### src/design/kpud_pkg.sv
// Package for the key long-press up/down counter.
// Holds the phase and register index codes, reset values and the digit/segment helpers.
// No dependencies.
package kpud_pkg;

    // Press tracking phase
    typedef enum logic [1:0] {
        PH_IDLE     = 2'd0,
        PH_DEBOUNCE = 2'd1,
        PH_HELD     = 2'd2,
        PH_REPEAT   = 2'd3
    } phase_t;

    // Configuration register indexes
    typedef enum logic [1:0] {
        CFG_DEBOUNCE = 2'd0,
        CFG_LONG     = 2'd1,
        CFG_REPEAT   = 2'd2,
        CFG_MAX      = 2'd3
    } cfg_idx_t;

    localparam int unsigned CfgIdxW  = 2;
    localparam int unsigned CfgDataW = 8;
    localparam int unsigned ValueW   = 7;
    localparam int unsigned SegW     = 7;

    localparam logic [3:0]        DebounceRst = 4'd1;
    localparam logic [7:0]        LongRst     = 8'd200;
    localparam logic [3:0]        RepeatRst   = 4'd5;
    localparam logic [ValueW-1:0] MaxRst      = 7'd99;
    localparam logic [ValueW-1:0] ValueCap    = 7'd99;
    localparam logic [7:0]        HoldSat     = 8'd255;

    // Live configuration
    typedef struct packed {
        logic [3:0]        debounce_ticks;
        logic [7:0]        long_press_ticks;
        logic [3:0]        repeat_ticks;
        logic [ValueW-1:0] max_value;
    } cfg_t;

    // Tens and ones digits of a 7-bit value (tens taken modulo 10)
    typedef struct packed {
        logic [3:0] tens;
        logic [3:0] ones;
    } digits_t;

    // Divide by 10 through reciprocal multiply: exact for every 7-bit value (0 to 127)
    function automatic digits_t split_digits(input logic [ValueW-1:0] v);
        logic [14:0]       prod;
        logic [3:0]        q;
        logic [ValueW-1:0] rem;
        digits_t           d;
        prod   = {8'd0, v} * 15'd205;
        q      = prod[14:11];
        rem    = v - ValueW'({q, 3'd0} + {2'd0, q, 1'b0});
        d.ones = rem[3:0];
        d.tens = (q >= 4'd10) ? (q - 4'd10) : q;
        return d;
    endfunction

    // Seven-segment code, bit0 = segment a
    function automatic logic [SegW-1:0] seg_code(input logic [3:0] digit);
        logic [SegW-1:0] s;
        unique case (digit)
            4'd0:    s = 7'h3f;
            4'd1:    s = 7'h06;
            4'd2:    s = 7'h5b;
            4'd3:    s = 7'h4f;
            4'd4:    s = 7'h66;
            4'd5:    s = 7'h6d;
            4'd6:    s = 7'h7d;
            4'd7:    s = 7'h07;
            4'd8:    s = 7'h7f;
            4'd9:    s = 7'h6f;
            default: s = 7'h00;
        endcase
        return s;
    endfunction

endpackage

### src/design/kpud_key_if.sv
// Key sample request channel: one sample of both keys per request.
// No dependencies.
interface kpud_key_if;
    logic valid;
    logic ready;
    logic up_pressed;
    logic down_pressed;

    modport source (output valid, output up_pressed, output down_pressed, input ready);
    modport sink   (input valid, input up_pressed, input down_pressed, output ready);
endinterface

### src/design/kpud_result_if.sv
// Result request channel: counted value and its two seven-segment codes.
// No dependencies.
interface kpud_result_if;
    logic       valid;
    logic       ready;
    logic [6:0] value;
    logic [6:0] tens_segments;
    logic [6:0] ones_segments;

    modport source (output valid, output value, output tens_segments,
                    output ones_segments, input ready);
    modport sink   (input valid, input value, input tens_segments,
                    input ones_segments, output ready);
endinterface

### src/design/kpud_cfg_if.sv
// Configuration write channel: register index and write data.
// Depends on kpud_pkg.
interface kpud_cfg_if;
    logic                           valid;
    logic                           ready;
    logic [kpud_pkg::CfgIdxW-1:0]   index;
    logic [kpud_pkg::CfgDataW-1:0]  data;

    modport source (output valid, output index, output data, input ready);
    modport sink   (input valid, input index, input data, output ready);
endinterface

### src/design/key_long_press_updown_counter.sv
// Top level of the key long-press up/down counter.
// Depends on kpud_pkg, the three channel interfaces, kpud_cfg, kpud_ctrl and kpud_out.
//
// Usage:
//   keys   : one request per 10 ms tick with the up and down key levels (1 = pressed).
//   result : one request per key request with the counted value and the
//            seven-segment codes of its tens and ones digits.
//   cfg    : register writes (0 debounce, 1 long press, 2 repeat, 3 maximum);
//            always ready, write only while no sample is in flight.
// Latency: a result is valid the cycle after its key request is accepted.
// Throughput: one key request per cycle while keys.ready is high; the state update and
//   digit encode sit between the state registers and the single result register.
// Stall: while the result register is full and not taken, keys.ready is low;
//   it rises again in the cycle the receiver takes the result.
// Reset: rst_n (async, active low) empties the result register, returns the
//   press tracker to idle with value 0 and loads the register defaults
//   (debounce 1, long press 200, repeat 5, maximum 99).
module key_long_press_updown_counter (
    input  logic            clk,
    input  logic            rst_n,
    kpud_key_if.sink        keys,
    kpud_result_if.source   result,
    kpud_cfg_if.sink        cfg
);

    kpud_pkg::cfg_t                 cfg_live;
    logic                           room;
    logic                           take;
    logic [kpud_pkg::ValueW-1:0]    value_next;

    assign keys.ready = room;
    assign take       = keys.valid && room;

    kpud_cfg u_cfg (
        .clk     (clk),
        .rst_n   (rst_n),
        .cfg     (cfg),
        .cfg_out (cfg_live)
    );

    kpud_ctrl u_ctrl (
        .clk          (clk),
        .rst_n        (rst_n),
        .take         (take),
        .up_pressed   (keys.up_pressed),
        .down_pressed (keys.down_pressed),
        .cfg          (cfg_live),
        .value_next   (value_next)
    );

    kpud_out u_out (
        .clk        (clk),
        .rst_n      (rst_n),
        .take       (take),
        .value_next (value_next),
        .room       (room),
        .result     (result)
    );

endmodule

### src/design/kpud_cfg.sv
// Configuration register bank for the key counter.
// Depends on kpud_pkg and kpud_cfg_if.
module kpud_cfg (
    input  logic                clk,
    input  logic                rst_n,
    kpud_cfg_if.sink            cfg,
    output kpud_pkg::cfg_t      cfg_out
);

    kpud_pkg::cfg_t cfg_reg;
    kpud_pkg::cfg_t cfg_next;

    // Writes are always taken
    assign cfg.ready = 1'b1;
    assign cfg_out   = cfg_reg;

    // Register write decode
    always_comb
    begin
        cfg_next = cfg_reg;
        if (cfg.valid)
        begin
            unique case (kpud_pkg::cfg_idx_t'(cfg.index))
                kpud_pkg::CFG_DEBOUNCE: cfg_next.debounce_ticks   = cfg.data[3:0];
                kpud_pkg::CFG_LONG:     cfg_next.long_press_ticks = cfg.data;
                kpud_pkg::CFG_REPEAT:   cfg_next.repeat_ticks     = cfg.data[3:0];
                kpud_pkg::CFG_MAX:      cfg_next.max_value        = cfg.data[6:0];
                default:                cfg_next = cfg_reg;
            endcase
        end
    end

    always_ff @(posedge clk or negedge rst_n)
    begin
        if (!rst_n)
        begin
            cfg_reg.debounce_ticks   <= kpud_pkg::DebounceRst;
            cfg_reg.long_press_ticks <= kpud_pkg::LongRst;
            cfg_reg.repeat_ticks     <= kpud_pkg::RepeatRst;
            cfg_reg.max_value        <= kpud_pkg::MaxRst;
        end
        else
        begin
            cfg_reg <= cfg_next;
        end
    end

endmodule

### src/design/kpud_ctrl.sv
// Press tracking and counter update: one state update per accepted key sample.
// Depends on kpud_pkg.
module kpud_ctrl (
    input  logic                              clk,
    input  logic                              rst_n,
    input  logic                              take,
    input  logic                              up_pressed,
    input  logic                              down_pressed,
    input  kpud_pkg::cfg_t                    cfg,
    output logic [kpud_pkg::ValueW-1:0]       value_next
);

    kpud_pkg::phase_t                  phase_reg, phase_next;
    logic                              down_reg, down_next;
    logic [7:0]                        hold_reg, hold_next;
    logic [3:0]                        rpt_reg, rpt_next;
    logic [kpud_pkg::ValueW-1:0]       count_reg, count_next;

    logic                              key;
    logic [3:0]                        rpt_inc;
    logic [7:0]                        hold_inc;
    logic                              deb_done;
    logic                              long_done;
    logic                              rpt_done;
    logic                              do_step;
    logic [kpud_pkg::ValueW-1:0]       lim;

    // Level of the key that owns the press
    assign key       = down_reg ? down_pressed : up_pressed;
    assign rpt_inc   = rpt_reg + 4'd1;
    assign hold_inc  = (hold_reg == kpud_pkg::HoldSat) ? hold_reg : hold_reg + 8'd1;
    assign deb_done  = (rpt_inc >= cfg.debounce_ticks);
    assign long_done = (hold_inc >= cfg.long_press_ticks);
    assign rpt_done  = (rpt_inc >= cfg.repeat_ticks);
    assign lim       = (cfg.max_value > kpud_pkg::ValueCap) ? kpud_pkg::ValueCap
                                                           : cfg.max_value;

    // Next phase
    always_comb
    begin
        phase_next = phase_reg;
        unique case (phase_reg)
            kpud_pkg::PH_IDLE:
                if (up_pressed || down_pressed)
                    phase_next = kpud_pkg::PH_DEBOUNCE;
            kpud_pkg::PH_DEBOUNCE:
                if (deb_done)
                    phase_next = key ? kpud_pkg::PH_HELD : kpud_pkg::PH_IDLE;
            kpud_pkg::PH_HELD:
                if (!key)
                    phase_next = kpud_pkg::PH_IDLE;
                else if (long_done)
                    phase_next = kpud_pkg::PH_REPEAT;
            kpud_pkg::PH_REPEAT:
                if (!key)
                    phase_next = kpud_pkg::PH_IDLE;
            default:
                phase_next = kpud_pkg::PH_IDLE;
        endcase
    end

    // Counters and step request
    always_comb
    begin
        down_next = down_reg;
        hold_next = hold_reg;
        rpt_next  = rpt_reg;
        do_step   = 1'b0;
        unique case (phase_reg)
            kpud_pkg::PH_IDLE:
                if (up_pressed || down_pressed)
                begin
                    down_next = !up_pressed;
                    hold_next = 8'd0;
                    rpt_next  = 4'd0;
                end
            kpud_pkg::PH_DEBOUNCE:
            begin
                rpt_next = rpt_inc;
                if (deb_done)
                begin
                    rpt_next  = 4'd0;
                    hold_next = 8'd0;
                end
            end
            kpud_pkg::PH_HELD:
                if (!key)
                begin
                    do_step   = 1'b1;
                    hold_next = 8'd0;
                    rpt_next  = 4'd0;
                end
                else if (long_done)
                begin
                    do_step   = 1'b1;
                    hold_next = 8'd0;
                    rpt_next  = 4'd0;
                end
                else
                    hold_next = hold_inc;
            kpud_pkg::PH_REPEAT:
                if (!key)
                begin
                    do_step   = 1'b1;
                    hold_next = 8'd0;
                    rpt_next  = 4'd0;
                end
                else if (rpt_done)
                begin
                    do_step  = 1'b1;
                    rpt_next = 4'd0;
                end
                else
                    rpt_next = rpt_inc;
            default:
                do_step = 1'b0;
        endcase
    end

    // Saturating step
    always_comb
    begin
        count_next = count_reg;
        if (do_step)
        begin
            if (down_reg)
            begin
                if (count_reg != '0)
                    count_next = count_reg - 7'd1;
            end
            else if (count_reg < lim)
                count_next = count_reg + 7'd1;
        end
    end

    assign value_next = count_next;

    always_ff @(posedge clk or negedge rst_n)
    begin
        if (!rst_n)
        begin
            phase_reg <= kpud_pkg::PH_IDLE;
            down_reg  <= 1'b0;
            hold_reg  <= 8'd0;
            rpt_reg   <= 4'd0;
            count_reg <= '0;
        end
        else if (take)
        begin
            phase_reg <= phase_next;
            down_reg  <= down_next;
            hold_reg  <= hold_next;
            rpt_reg   <= rpt_next;
            count_reg <= count_next;
        end
    end

    // Value never leaves the two-digit range
    a_count_range: assert property (@(posedge clk) disable iff (!rst_n)
        count_reg <= kpud_pkg::ValueCap)
        else $error("count above 99");

    // State only moves on an accepted sample
    a_hold_stable: assert property (@(posedge clk) disable iff (!rst_n)
        !take |=> $stable(count_reg) && $stable(phase_reg))
        else $error("state changed without a request");

    // Hold counter is only in use while held
    a_hold_phase: assert property (@(posedge clk) disable iff (!rst_n)
        phase_reg != kpud_pkg::PH_HELD |-> hold_reg == 8'd0)
        else $error("hold count outside held phase");

    // One step at most per sample
    a_single_step: assert property (@(posedge clk) disable iff (!rst_n)
        take |=> (count_reg == $past(count_reg))
              || (count_reg == $past(count_reg) + 7'd1)
              || (count_reg == $past(count_reg) - 7'd1))
        else $error("value moved by more than one");

endmodule

### src/design/kpud_out.sv
// Result register: digit split, segment encode and output valid.
// Depends on kpud_pkg and kpud_result_if.
module kpud_out (
    input  logic                             clk,
    input  logic                             rst_n,
    input  logic                             take,
    input  logic [kpud_pkg::ValueW-1:0]      value_next,
    output logic                             room,
    kpud_result_if.source                    result
);

    logic                            valid_reg;
    logic [kpud_pkg::ValueW-1:0]     value_reg;
    logic [kpud_pkg::SegW-1:0]       tens_reg;
    logic [kpud_pkg::SegW-1:0]       ones_reg;
    kpud_pkg::digits_t               dig;

    // Register can load when empty or being drained
    assign room = !valid_reg || result.ready;
    assign dig  = kpud_pkg::split_digits(value_next);

    // Output valid
    always_ff @(posedge clk or negedge rst_n)
    begin
        if (!rst_n)
            valid_reg <= 1'b0;
        else if (room)
            valid_reg <= take;
    end

    // Payload
    always_ff @(posedge clk)
    begin
        if (take)
        begin
            value_reg <= value_next;
            tens_reg  <= kpud_pkg::seg_code(dig.tens);
            ones_reg  <= kpud_pkg::seg_code(dig.ones);
        end
    end

    assign result.valid         = valid_reg;
    assign result.value         = value_reg;
    assign result.tens_segments = tens_reg;
    assign result.ones_segments = ones_reg;

endmodule
### src/flat_wrapper.sv
// flat-port wrapper written by rule: the top's interface ports become plain ports
module key_long_press_updown_counter_flat 
  (clk, rst_n, keys_valid, keys_up_pressed, keys_down_pressed, keys_ready, result_valid, result_value, result_tens_segments, result_ones_segments, result_ready, cfg_valid, cfg_index, cfg_data, cfg_ready);
  kpud_key_if keys_i ();
  kpud_result_if result_i ();
  kpud_cfg_if cfg_i ();
  input  logic clk;
  input  logic rst_n;
  input wire logic [$bits(keys_i.valid)-1:0] keys_valid;
  input wire logic [$bits(keys_i.up_pressed)-1:0] keys_up_pressed;
  input wire logic [$bits(keys_i.down_pressed)-1:0] keys_down_pressed;
  output wire logic [$bits(keys_i.ready)-1:0] keys_ready;
  output wire logic [$bits(result_i.valid)-1:0] result_valid;
  output wire logic [$bits(result_i.value)-1:0] result_value;
  output wire logic [$bits(result_i.tens_segments)-1:0] result_tens_segments;
  output wire logic [$bits(result_i.ones_segments)-1:0] result_ones_segments;
  input wire logic [$bits(result_i.ready)-1:0] result_ready;
  input wire logic [$bits(cfg_i.valid)-1:0] cfg_valid;
  input wire logic [$bits(cfg_i.index)-1:0] cfg_index;
  input wire logic [$bits(cfg_i.data)-1:0] cfg_data;
  output wire logic [$bits(cfg_i.ready)-1:0] cfg_ready;
  assign keys_i.valid = keys_valid;
  assign keys_i.up_pressed = keys_up_pressed;
  assign keys_i.down_pressed = keys_down_pressed;
  assign keys_ready = keys_i.ready;
  assign result_valid = result_i.valid;
  assign result_value = result_i.value;
  assign result_tens_segments = result_i.tens_segments;
  assign result_ones_segments = result_i.ones_segments;
  assign result_i.ready = result_ready;
  assign cfg_i.valid = cfg_valid;
  assign cfg_i.index = cfg_index;
  assign cfg_i.data = cfg_data;
  assign cfg_ready = cfg_i.ready;
  key_long_press_updown_counter u_core (.clk(clk), .rst_n(rst_n), .keys(keys_i), .result(result_i), .cfg(cfg_i));
endmodule
### config.mk
export PLATFORM = sky130hd
export DESIGN_NAME = key_long_press_updown_counter_flat
export DESIGN_NICKNAME = d
export VERILOG_FILES = /design/src/design/kpud_pkg.sv /design/src/design/kpud_key_if.sv /design/src/design/kpud_result_if.sv /design/src/design/kpud_cfg_if.sv /design/src/design/key_long_press_updown_counter.sv /design/src/design/kpud_cfg.sv /design/src/design/kpud_ctrl.sv /design/src/design/kpud_out.sv /design/src/flat_wrapper.sv
export SDC_FILE = /design/constraint.sdc
export NUM_CORES = 1
export LEC_CHECK = 0
export BUFFER_PORTS_ARGS = -buffer_cell sky130_fd_sc_hd__buf_2
export CORE_ASPECT_RATIO = 0.5
export CORE_UTILIZATION = 33
export DETAILED_ROUTE_END_ITERATION = 8
export PLACE_DENSITY = 0.56
export SYNTH_ARGS = -nofsm -noshare
export SYNTH_HDL_FRONTEND = slang
export SYNTH_SLANG_ARGS = --single-unit
export TNS_END_PERCENT = 20
### constraint.sdc
create_clock -name clk -period 7.3 [get_ports clk]
set_input_delay 1.46 -clock clk [delete_from_list [all_inputs] [get_ports clk]]
set_output_delay 1.46 -clock clk [all_outputs]
set_load 0.1 [all_outputs]
==> results of run 1 <==
cell type report:
type,instances,area share (%)
multi-input combinational,429,51.8
sequential,67,24.5
timing repair buffer,135,13.1
tap,221,3.78
clock buffer,10,3.13
inverter,47,2.46
clock inverter,6,1.23
through the flow:
stage	setup TNS, ns	utilization, %	instance area [um^2]
floorplan	-0.145	-	5560
global placement	-5.89	41.5	6530
detailed placement	-5.94	41.5	6530
CTS	0	45.0	7070
global route	-3.79	46.5	7310
finish	-0.131	46.5	7310
worst reg2reg max path, delay by kind of cell (launching register included):
family | cells | cell delay [ns]
AO/OA/AOI/OAI | 6 | 1.38
XOR/XNOR | 3 | 0.48
adder cells (fa/ha/maj) | 7 | 2.22
buffers and inverters | 8 | 1.07
flip-flops | 1 | 0.39
multiplexers | 1 | 0.31
AND/OR/NAND/NOR | 6 | 1.25
repair_timing:
item | CTS | global route
gates resized for setup | 22 | 36
gates cloned | 1 | 0
buffers inserted | 11 | 6
setup endpoints to repair | 14 | 14
pin swaps | 9 | 9
hold buffers | 0 | 0
cells by family (layout without fill, tap and decap cells):
| logic type | after synthesis | in the layout |
|---|---|---|
| simple gates | 169 | 169 |
| fa+ha+maj | 81 | 81 |
| mux | 34 | 34 |
| compound gates | 125 | 125 |
| other cells | 1 | 1 |
| buf+inv | 61 | 198 |
| xor+xnor | 19 | 19 |
| flops | 67 | 67 |
routing by layer:
metal / global-route usage (%) / part of all wire (%) / vias up
li1: - / - / 2310
met2: 27.2 / 47 / 60
met1: 22.2 / 49 / 2181
met5: 0 / 0 / -
met4: 4.38 / 1.3 / 0
met3: 3.62 / 3.1 / 15
synthesized netlist by cell type, types with 4 or more instances:
cell / number / area, um^2
ha_1: 73 / 913
nand2_1: 47 / 176
inv_1: 46 / 173
dfrtp_1: 36 / 901
nor2_1: 34 / 128
o21ai_0: 34 / 170
a21oi_1: 27 / 135
mux2_2: 23 / 259
edfxtp_1: 21 / 631
nand3_1: 21 / 105
xnor2_1: 13 / 114
nor3_1: 11 / 55.1
a21o_1: 10 / 75.1
dfstp_2: 10 / 263
nand4_1: 10 / 62.6
mux2i_1: 9 / 90.1
nand2b_1: 9 / 56.3
clkbuf_1: 8 / 30.0
fa_1: 8 / 160
o21a_1: 7 / 52.6
and3_1: 6 / 37.5
nor4_1: 6 / 37.5
a211oi_1: 5 / 37.5
a31oi_1: 4 / 25.0
and4_1: 4 / 35.0
nand3b_1: 4 / 30.0
xor2_1: 4 / 35.0
final timing paths:
| kind | from | endpoint | slack, ns |
|---|---|---|---|
| max reg2reg | u_core.u_ctrl.hold_reg[0]$_DFFE_PN0P_ | u_core.u_out.result.ones_segments[2]$_DFFE_PP_ | -0.05 |
| max in group asynchronous | rst_n | u_core.u_cfg.cfg_out[20]$_DFFE_PN0P_ | 5.66 |
| max | u_core.u_ctrl.hold_reg[0]$_DFFE_PN0P_ | u_core.u_out.result.ones_segments[2]$_DFFE_PP_ | -0.05 |
| min reg2reg | u_core.u_cfg.cfg_out[16]$_DFFE_PN0P_ | u_core.u_cfg.cfg_out[16]$_DFFE_PN0P_ | 0.51 |
| min | u_core.u_cfg.cfg_out[16]$_DFFE_PN0P_ | u_core.u_cfg.cfg_out[16]$_DFFE_PN0P_ | 0.51 |
| min in group asynchronous | rst_n | u_core.u_ctrl.count_reg[1]$_DFFE_PN0P_ | 1.20 |
==> impl_metrics.toml, run 1 <==
[run_status]
outcome = "complete, but fails checks"
violations = "negative setup slack"

[cells_and_area]
seqCellArea_mm2 = 0.00179
area_growth_pct = 34.6
drive_gt1_share_pct = 36.7
most-common-layout-cells = "buf_4, ha_1, nand2_1, inv_1, buf_2"
largest_reg_flops = 23
multi_input_area_mm2 = 0.00378
layout_commonest_cell = "buf_4"
fillers = 1459
instances_no_fill = 915
final_nets = 787
antenna_cells = 0

[clock_tree]
clk_latency_ns = 0.34
clock_tree.buffer_depth = 2
cts.sink_count = 67
path_clk_slew_ns = 0.06
cts_tree = "done"
cts_buffers = 9
root_buffer = "clkbuf_16"
htree_levels = 3

[floorplanning]
die-area_mm2 = 0.0170
die_h_um = 92.7
start_util_pct = 34.5
num_rows = 32
die_w_um = 183
core-area_mm2 = 0.0157
pin_count = 41

[yosys]
syn_nets = 655
ys_seq_area_share_pct = 33.0
synth-seq-cells = 67
avgSynthCellArea_um2 = 9.75
synthAdderAreaFrac_pct = 19.8
async_reset_ff_share_pct = 68.7
synth_area_mm2 = 0.00543
synth_ff_type = "dfrtp_1"
synth_top_family_by_area = "adder cells"
synthMuxAreaShare_pct = 6.96
synthSimpleGateAreaFrac_pct = 15.9
synth-edff-count = 21
synth_cell_types = 78
synth_cells = 557
synth_compound_area_share_pct = 15.9
yosysWarnings = 0
synth_xor_area_share_pct = 3.76

[run]
maxCapViolCount = 0

[worst_setup_path]
worstPathArrival_ns = 7.43
path_buf_inv = 8
crit_fanout = 6
r2r_cells = 31
cp_top_family = "adder cells"
required_ns = 7.38
crit_type = "reg -> reg"
setup.worst_path.end_class = "register"
slowest_delay_ns = 0.60
startpoint_type = "register"
crit_path_frequent_cell = "buf_4"
worst-path-stages = 31
cp_slowest_cell = "or4b_4"

[timing]
finalHoldViolations = 0
whs_ns = 0.513
rsz0062_at_grt = "yes"
drv_slew = 0
setup_viol = 6
tightest_slew_ns = 1.08
max_slew_margin_pct = 27.6
setup_ws_ns = -0.0467
period_needed_ns = 7.35
fmax_ghz = 0.136
fin_skew_ns = 0.00777
finalCritPeriodShare_pct = 101

[hold_path]
hp-class = "reg -> reg"
hold-path-cell-count = 1

[drt]
ant_nets = 0
drtIter0Drc = 290
drc = 0
first_pass_iters = 4
finalWirelength_um = 13700
wl_per_cell_um = 15.0
viasPerCell = 4.99
vias = 4566

[grt]
grt_antenna_before_repair = 0
grt_usage_pct = 16.6
overflow = 0
grt_pass1_vias = 4471
grt_pass1_wl_um = 22200
grt_max_degree = 47

[place]
dp_hpwl_um = 10100
port_buffers = 39
place_ws_ns = -0.502
routabilityCongestion = 0.822
dp.cells = 881
Power of run 1 is left out: the tool's default activity adds up to more than one toggle a clock period on the data nets, which glitch-free logic cannot reach.
==> inputs of run 2 (changes only) <==
--- a/config.mk
+++ b/config.mk
@@ -5,7 +5,7 @@
 export SDC_FILE = /design/constraint.sdc
 export NUM_CORES = 1
 export LEC_CHECK = 0
-export BUFFER_PORTS_ARGS = -buffer_cell sky130_fd_sc_hd__buf_2
+export BUFFER_PORTS_ARGS = -buffer_cell sky130_fd_sc_hd__buf_4
 export CORE_ASPECT_RATIO = 0.5
 export CORE_UTILIZATION = 33
 export DETAILED_ROUTE_END_ITERATION = 8
==> impl_metrics.toml, run 2 (synthesized netlist as in run 1, its figures left out) <==
[clock_tree]
path_clk_slew_ns = 0.06
cts_buffers = 9
cts_tree = "done"
cts.sink_count = 67
root_buffer = "clkbuf_16"
clk_latency_ns = 0.34
clock_tree.buffer_depth = 2
htree_levels = 3

[drt]
viasPerCell = 5.03
ant_nets = 0
finalWirelength_um = 13500
drc = 0
drtIter0Drc = 308
wl_per_cell_um = 14.7
vias = 4605
first_pass_iters = 4

[hold_path]
hp-class = "reg -> reg"
holdCritStartpoint = "u_core.u_ctrl.hold_reg[6]$_DFFE_PN0P_"

[timing]
fin_skew_ns = 0.00858
fmax_ghz = 0.139
finalHoldViolations = 0
setup_viol = 0
tightest_slew_ns = 1.06
whs_ns = 0.506
rsz0062_at_grt = "yes"
period_needed_ns = 7.21
finalCritPeriodShare_pct = 98.8
drv_slew = 0
max_slew_margin_pct = 29.3

[worst_setup_path]
slowest_delay_ns = 0.61
crit-reg2reg-launch = "u_core.u_ctrl.hold_reg[0]$_DFFE_PN0P_"
worstPathArrival_ns = 7.38
crit_type = "reg -> reg"
cp_slowest_cell = "or4b_4"
setup.worst_path.end_class = "register"
crit_path_frequent_cell = "ha_4"
crit_path_start = "u_core.u_ctrl.hold_reg[0]$_DFFE_PN0P_"
required_ns = 7.47
startpoint_type = "register"
crit_fanout = 7

[run]
maxCapViolCount = 0

[place]
routabilityCongestion = 0.837
dp_hpwl_um = 10100
port_buffers = 39

[cells_and_area]
largest_reg_flops = 23
drive_gt1_share_pct = 38.2
final_nets = 787
multi_input_area_mm2 = 0.00388
antenna_cells = 0
most-common-layout-cells = "buf_4, ha_1, nand2_1, inv_1, dfrtp_1"
layout_commonest_cell = "buf_4"
area_growth_pct = 37.8
post-route-util_pct = 47.6
fillers = 1446
seqCellArea_mm2 = 0.00179

[floorplanning]
die-area_mm2 = 0.0170
core-area_mm2 = 0.0157
start_util_pct = 34.5
pin_count = 41
die_h_um = 92.7
die_w_um = 183
num_rows = 32

[grt]
overflow = 0
grt_pass1_wl_um = 21900
grt_pass1_vias = 4408
grt_antenna_before_repair = 0
grt_max_degree = 47
grt_usage_pct = 16.3

[run_status]
outcome = "completed"
## run 2: cell count changes in the layout (fill, tap and decap cells not counted), sizes merged
cell / change
clkinvlp: -2
inv: +4
clkinv: -1
clkbuf: -1
## run 2: worst paths after layout
| path | endpoint | cells past startpoint | slack, ns |
|---|---|---|---|
| worst max-delay path | u_core.u_out.result.tens_segments[4]$_DFFE_PP_ | 30 | 0.09 |
| worst min-delay path | u_core.u_ctrl.hold_reg[6]$_DFFE_PN0P_ | 2 | 0.51 |
| worst max register to register | u_core.u_out.result.tens_segments[4]$_DFFE_PP_ | 30 | 0.09 |
| worst min register to register | u_core.u_ctrl.hold_reg[6]$_DFFE_PN0P_ | 2 | 0.51 |
| max in group asynchronous | u_core.u_cfg.cfg_out[13]$_DFFE_PN0P_ | 1 | 5.73 |
| min in group asynchronous | u_core.u_ctrl.hold_reg[3]$_DFFE_PN0P_ | 1 | 1.14 |
## run 2: layer usage
metal  track usage [%]  routed length (um)  vias to the layer above
met2              26.0                6250                       61
met3              2.87                 398                       10
li1                  -                   -                     2307
met1              22.7                6680                     2227
met4              4.44                 148                        0
met5                 0                   0                        -
## run 2: cell type report
cell class | instances | area share [%]
inverters | 47 | 2.39
well taps | 221 | 3.70
flip-flops and latches | 67 | 24.0
clock inverters | 7 | 1.30
repair buffers | 135 | 13.7
multi-input cells | 429 | 51.9
clock buffers | 9 | 3.01
## run 2: worst max-delay path, delay by kind of cell (launching register included)
kind / cells / cell delay (ns)
simple gates: 6 / 1.25
buf+inv: 7 / 0.84
compound gates: 8 / 1.97
xor+xnor: 1 / 0.18
fa+ha+maj: 8 / 2.39
flops: 1 / 0.38
## run 2: what timing repair did
| item | in CTS | in global routing |
|---|---|---|
| cloned | 1 | 0 |
| endpoints found under the hold margin | 0 | 0 |
| pin swaps | 7 | 17 |
| buffers inserted | 2 | 13 |
| hold buffers | 0 | 0 |
| gates resized for setup | 19 | 50 |
| endpoints found under the setup margin | 14 | 14 |
## run 2: stage by stage
step                      setup WS (ns)  setup TNS [ns]  instance area, um^2  std cells
after floorplan                 -0.0891          -0.145                 5560        557
after global placement           -0.487           -5.75                 6640        883
after detailed placement         -0.537           -6.53                 6640        883
after CTS                       0.00506               0                 7110        902
after global routing             -0.166           -1.63                 7480        915
final                            0.0903               0                 7480        915
Power of run 2 is left out for the same reason.
